==> config.mk <==
export PLATFORM = sky130hd
export DESIGN_NAME = pgn_fade
export DESIGN_NICKNAME = d
export VERILOG_FILES = /design/src/hw/rtl/pgn_pkg.sv /design/src/hw/rtl/pgn_fade.sv
export SDC_FILE = /design/constraint.sdc
export NUM_CORES = 2
export LEC_CHECK = 0
export BUFFER_PORTS_ARGS = -buffer_cell sky130_fd_sc_hd__buf_2
export CORE_MARGIN = 1.5
export CORE_UTILIZATION = 31
export CTS_BUF_LIST = sky130_fd_sc_hd__clkbuf_2 sky130_fd_sc_hd__clkbuf_4 sky130_fd_sc_hd__clkbuf_8
export DETAILED_ROUTE_END_ITERATION = 10
export SLEW_MARGIN = 20
export SYNTH_ARGS = -nofsm -noshare
export SYNTH_HDL_FRONTEND = slang
export SYNTH_SLANG_ARGS = --single-unit
==> constraint.sdc <==
create_clock -name clk -period 6.5 [get_ports clk]
set_input_delay 0.975 -clock clk [delete_from_list [all_inputs] [get_ports clk]]
set_output_delay 0.975 -clock clk [all_outputs]
set_load 0.01 [all_outputs]
==> src/hw/rtl/pgn_pkg.sv <==
// ----------------------------------------------------------------------------
// pgn_pkg
// Types, hash constants and the quarter-wave sine used by the noise unit.
// ----------------------------------------------------------------------------
package pgn_pkg;

	localparam logic [31:0] HASH_K1 = 32'd3284157443;
	localparam logic [31:0] HASH_K2 = 32'd1911520717;
	localparam logic [31:0] HASH_K3 = 32'd2048419325;

	localparam logic [63:0] SIN_C1 = 64'd1686629713;
	localparam logic [63:0] SIN_C3 = 64'd693598661;
	localparam logic [63:0] SIN_C5 = 64'd85569307;
	localparam logic [63:0] SIN_C7 = 64'd5026996;
	localparam logic [63:0] SIN_C9 = 64'd172270;

	localparam int GRAD_W = 16;
	localparam int DOT_W  = 34;

	typedef logic [3:0][31:0]          corner_word_t;
	typedef logic signed [GRAD_W-1:0]  grad_t;
	typedef logic signed [DOT_W-1:0]   dot_t;
	typedef logic [16:0]               weight_t;

	function automatic logic [31:0] rot16(input logic [31:0] v);
		return {v[15:0], v[31:16]};
	endfunction

	// sin(pi/2 * f / 2^30) as Q14, f in [0, 2^30]; evaluated on constants only
	function automatic logic [14:0] quarter_sin(input logic [31:0] f);
		logic [63:0] t;
		logic [63:0] t2;
		logic [63:0] r;
		logic [63:0] s;
		logic [63:0] q;
		t  = {32'd0, f};
		t2 = (t * t) >> 30;
		r  = SIN_C9;
		r  = SIN_C7 - ((t2 * r) >> 30);
		r  = SIN_C5 - ((t2 * r) >> 30);
		r  = SIN_C3 - ((t2 * r) >> 30);
		r  = SIN_C1 - ((t2 * r) >> 30);
		s  = (t * r) >> 30;
		q  = (s + 64'd32768) >> 16;
		if (q > 64'd16384) begin
			q = 64'd16384;
		end
		return q[14:0];
	endfunction

endpackage

==> src/hw/rtl/pgn_fade.sv <==
// ----------------------------------------------------------------------------
// pgn_fade
// Five-stage smootherstep weight 6s^5 - 15s^4 + 10s^3 of a Q16 fraction.
// ----------------------------------------------------------------------------
module pgn_fade (
	input  logic            clk,
	input  logic            en,
	input  logic [15:0]     frac,
	output pgn_pkg::weight_t w_s5
);
	import pgn_pkg::*;

	logic [15:0] u_s1, u_s2, u_s3;
	logic [15:0] p2_s1;
	logic [15:0] p3_s2, p3_s3, p3_s4;
	logic [15:0] p4_s3, p4_s4;
	logic [15:0] p5_s4;
	logic [31:0] m1, m2, m3, m4;
	logic [19:0] pos, neg;
	logic [19:0] diff;
	weight_t     w_c;

	assign m1 = frac * frac;
	assign m2 = p2_s1 * u_s1;
	assign m3 = p3_s2 * u_s2;
	assign m4 = p4_s3 * u_s3;

	always_ff @(posedge clk) begin
		if (en) begin
			u_s1  <= frac;
			p2_s1 <= m1[31:16];
			u_s2  <= u_s1;
			p3_s2 <= m2[31:16];
			u_s3  <= u_s2;
			p3_s3 <= p3_s2;
			p4_s3 <= m3[31:16];
			p3_s4 <= p3_s3;
			p4_s4 <= p4_s3;
			p5_s4 <= m4[31:16];
			w_s5  <= w_c;
		end
	end

	assign pos  = 20'(20'(p3_s4) * 20'd10) + 20'(20'(p5_s4) * 20'd6);
	assign neg  = 20'(20'(p4_s4) * 20'd15);
	assign diff = pos - neg;

	always_comb begin
		priority if (pos <= neg) begin
			w_c = '0;
		end else if (diff > 20'd65536) begin
			w_c = 17'd65536;
		end else begin
			w_c = diff[16:0];
		end
	end

endmodule

== Yosys cells after proc, flatten, opt, wreduce, memory -nomap -nowiden ==
Cells that the tools add are included.
Operators by class
  $add $sub $neg: 2
  multipliers: 7
  div/mod/pow operators: 0
  magnitude comparators: 2
  equality and inequality tests: 0
  shifts and indexed selects: 0
  mux-type cells: 1
  bitwise logic cells: 0
  reduce and logical (&&, ||, !) cells: 1
Operators by type and width (count)
  $mul A16 B16 Y32: 4
  $add A20 B19 Y20: 1
  $gt A20 B17 Y1 const B: 1
  $le A20 B20 Y1: 1
  $mul A16 B4 Y20 const B: 1
  $sub A20 B20 Y20: 1
  $mul A16 B3 Y19 const B: 1
  $mul A16 B2 Y18 const B: 1
  $mux W17: 1
  $reduce_or A2 Y1: 1
Word-level totals
  flip-flop bits (word level): 177
  bits in latches: 0
  bits in writable memories: 0
  bits in read-only memories: 0
  input bits: 18
  output and inout bits: 17
  logic and storage cells: 25
  memories: 0

== Logic depth before layout (Yosys ltp) ==
  depth in word-level cells: 5
  depth in mapped cells: 28
  mapped depth without buffers: 27

== Worst setup path before layout ==
OpenSTA, ideal clock, no wires.
  kind: input to register
  start point: in frac[3]
  end point: reg p2_s1[13], data pin
  arrival time: 6.462 ns
  required time: 6.242 ns
  setup slack: -0.220 ns
  stages: 25
  path buffers: 1
  path through: clkbuf_1 > nand2_1 > inv_1 > fa_1 > inv_1 > fa_1 > inv_1 > fa_1 > inv_1 > fa_1 > inv_1 > fa_1 > inv_1 > fa_1 > inv_1 > ha_1 > a21oi_1 > a21boi_0 > o21ai_0 > a31oi_1 > o21ai_0 > nand3_1 > a31o_2 > a211oi_1 > nor2_1
On the way
  longest elaborated chain between the ends: 1
Ends and longest elaborated chain
  start, declared: line pgn_fade.sv:8  | input logic [15:0] frac,
  $mul A16 B16 Y32: line pgn_fade.sv:23  | assign m1 = frac * frac;
  via m1[29]: line pgn_fade.sv:18  | logic [31:0] m1, m2, m3, m4;
  end signal, assigned: line pgn_fade.sv:31  | p2_s1 <= m1[31:16];
  end, declared: line pgn_fade.sv:14  | logic [15:0] p2_s1;
The timed path passes the listed nets, and every way through them passes these cells.
A chain may end at the register's enable or synchronous reset.

== Worst setup path in the final report ==
  start point: reg u_s1[5]
  end point: reg p3_s2[14], data pin
On the way
  longest elaborated chain between the ends: 1
Ends and longest elaborated chain
  start, declared: line pgn_fade.sv:13  | logic [15:0] u_s1, u_s2, u_s3;
  start signal, assigned: line pgn_fade.sv:30  | u_s1 <= frac;
  $mul A16 B16 Y32: line pgn_fade.sv:24  | assign m2 = p2_s1 * u_s1;
  via m2[30]: line pgn_fade.sv:18
  end signal, assigned: line pgn_fade.sv:33  | p3_s2 <= m2[31:16];
  end, declared: line pgn_fade.sv:15  | logic [15:0] p3_s2, p3_s3, p3_s4;
The timed path passes the listed nets, and every way through them passes these cells.

==> results.toml <==
[timing]
slew_headroom = 0.432
maxSlewViolCount = 0
layout_min_cycle_time_ns = 6.25
fin_crit_sh = 0.961
setup_viol = 0
hold_viol_final = 0
fmax_mhz = 160
max_slew.worst_pin.slew_ns = 0.851
finalSetupTns_ns = 0
fin_skew_ns = 0.0329

[die]
die_w_um = 365
fp.dieH_um = 365
ios = 35
row_count = 132
start_util = 0.313
fp.dieArea_um2 = 133000
core_um2 = 130000

[route]
vias_per_cell = 4.52
wl_met3_um = 3010
totalWireLength_um = 92200
drt_iter0_markers = 1380
highest_layer = "met4"
num_vias = 28200
drc = 0
wl_met2_um = 45000
drtAntennaViolNets = 0
wl_met1_um = 42600
drt_first_pass_iters = 5
avgRoutedWirePerCell_um = 14.8

[critical_path]
crit_arrival_ns = 6.64
start_kind = "register"
critPathCaptureType = "register"
r2r-start = "u_s1[5]"
crit_required_ns = 6.89
rr_worst_depth = 23
r2r_setup_slack_ns = 0.25
cp_max_fo = 8
r2r-end = "p3_s2[14]"
critPathKind = "reg -> reg"

[global_routing]
grt_pass1_vias = 30200
globalRoute.totalOverflow = 0
grt_max_degree = 98
track_usage = 0.144
grt_pass1_wl_um = 155000
antenna_found_initial = 1

[worst_hold_path]
whs_path_depth = 0
min_from = "p3_s3[5]"
min_path_type = "reg -> reg"
hold_end = "p3_s4[5]"

[synth]
synthArstFlopShare = 0
synth_nets = 5558
synth_edf_count = 177
netlist_instances = 4263
yosys_warnings = 0
synthSimpleGateAreaFrac = 0.144
synth_xor_xnor_area_share = 0.0280
synth_ff_type = "edfxtp_1"
syn-cell-area_um2 = 40700
synth-seq-cells = 177
syn_avg_cell_area_um2 = 9.54
synthMuxAreaShare = 0.000277
ys_seq_area_frac = 0.131
synthAdderAreaFrac = 0.536
ys_types = 72
synth_compound_area_frac = 0.0561
synth_top_family_by_area = "adder cells"

[cts]
cts_buffer_depth = 2
cts_buffers = 17
ctsHoldBuffers = 0
cts.reportedPaths.clkPinSlew_ns = 0.13
cts_tree = "built"
insertion_delay_ns = 0.63
htree_levels = 4
cts-root-buf = "clkbuf_8"
clkSinkCount = 177

[placed_design]
numPortBuffers = 34
place_area_um2 = 44600
gp_congestion = 0.857
hpwl_um = 80200
placedCellCount = 6188

[layout]
layout-area-overhead-vs-synth_pct = 11.7
final_area_um2 = 45400
drive_gt1_frac = 0.0933
mostFrequentLayoutCell = "inv_1"
top_register = "w_s5"
final_net_count = 5785
finalNonFillerCells = 6247
final_cell_mix = "1008 x inv_1, 774 x fa_1, 583 x nand2_1, 502 x ha_1, 338 x and2_1"
largest_reg_flops = 17
post-route-util = 0.350

[flow_run]
max-cap-violations = 0

[status]
outcome = "complete, no violations"
## final cells by class
class / count / area (um^2)
tap: 1742 / 2180
sequential: 177 / 5320
multi-input combinational: 2954 / 31200
fill: 13300 / 84400
antenna: 2 / 5.00
timing repair buffer: 332 / 2490
clock inverter: 15 / 216
inverter: 1008 / 3780
clock buffer: 17 / 234
## kinds of logic (layout without fill, tap and decap cells)
logic type | count (synthesis) | count (layout)
adders and majority gates | 1277 | 1277
and+or+nand+nor | 1210 | 1210
buffers and inverters | 1132 | 1372
AOI/OAI and AO/OA | 336 | 336
DFF | 177 | 177
xor gates and xnor gates | 130 | 130
muxes | 1 | 1
other | 0 | 2
## timing repair
item                       4_1_cts  5_1_grt
gates resized for setup          2       29
setup endpoints to repair        2       35
pin swaps                        0       13
cloned                           0        0
buffers inserted                 0       25
## cell usage after synthesis, drive strengths merged (9+ instances only)
master | number | area [um^2]
inv | 1008 | 3780
fa | 774 | 15500
nand2 | 583 | 2190
ha | 503 | 6290
and2 | 338 | 2110
edfxtp | 177 | 5320
clkbuf | 120 | 450
nor2 | 96 | 360
a21oi | 92 | 464
xnor2 | 86 | 753
o21ai | 52 | 260
a21o | 45 | 338
xor2 | 44 | 385
nor3 | 42 | 220
nand3 | 32 | 160
nor2b | 22 | 138
o21bai | 22 | 165
and3 | 19 | 119
a31oi | 15 | 93.8
o21a | 15 | 113
a211oi | 14 | 105
nand4 | 14 | 93.8
nor3b | 12 | 105
or2 | 10 | 62.6
or3 | 10 | 62.6
nand2b | 9 | 56.3
## worst max path at each step
stage,depth (start not counted),end,startpoint
floorplan,22,p2_s1[8],frac[1]
CTS,21,p3_s2[8],p2_s1[10]
detailed placement,22,p2_s1[13],frac[3]
global placement,23,p2_s1[13],frac[2]
finish,23,p3_s2[14],u_s1[5]
global route,22,p5_s4[11],u_s3[3]
## critical path: stages (launching register included)
cell       delay [ns]
edfxtp_1         0.53
buf_4            0.23
nand2_1          0.09
fa_1             0.51
inv_1            0.05
fa_1             0.47
inv_1            0.05
fa_1             0.49
inv_1            0.05
fa_1             0.53
inv_1            0.05
fa_1             0.47
inv_1            0.05
fa_1             0.46
ha_1             0.31
a21o_1           0.21
a21oi_2          0.17
o2111ai_2        0.20
a221oi_2         0.35
o211a_1          0.27
buf_6            0.13
o22ai_1          0.11
a21oi_1          0.18
xnor2_1          0.08
## through the flow
| step | setup WS [ns] | hold WS [ns] |
|---|---|---|
| final | 0.250 | 0.430 |
| after global routing | -0.0160 | 0.437 |
| after CTS | 0.0101 | 0.432 |
| after detailed placement | -0.374 | 0.405 |
| after global placement | -0.337 | 0.404 |
| after floorplan | 0.0177 | 0.400 |
## metal layers
| metal | global-route usage | up-vias |
|---|---|---|
| li1 | - | 13500 |
| met1 | 0.190 | 14200 |
| met4 | 0.0360 | 0 |
| met2 | 0.252 | 465 |
| met5 | 0 | - |
| met3 | 0.0166 | 84 |
Power is left out: the tool's default activity adds up to more than one toggle a clock period on the data nets, which glitch-free logic cannot reach.
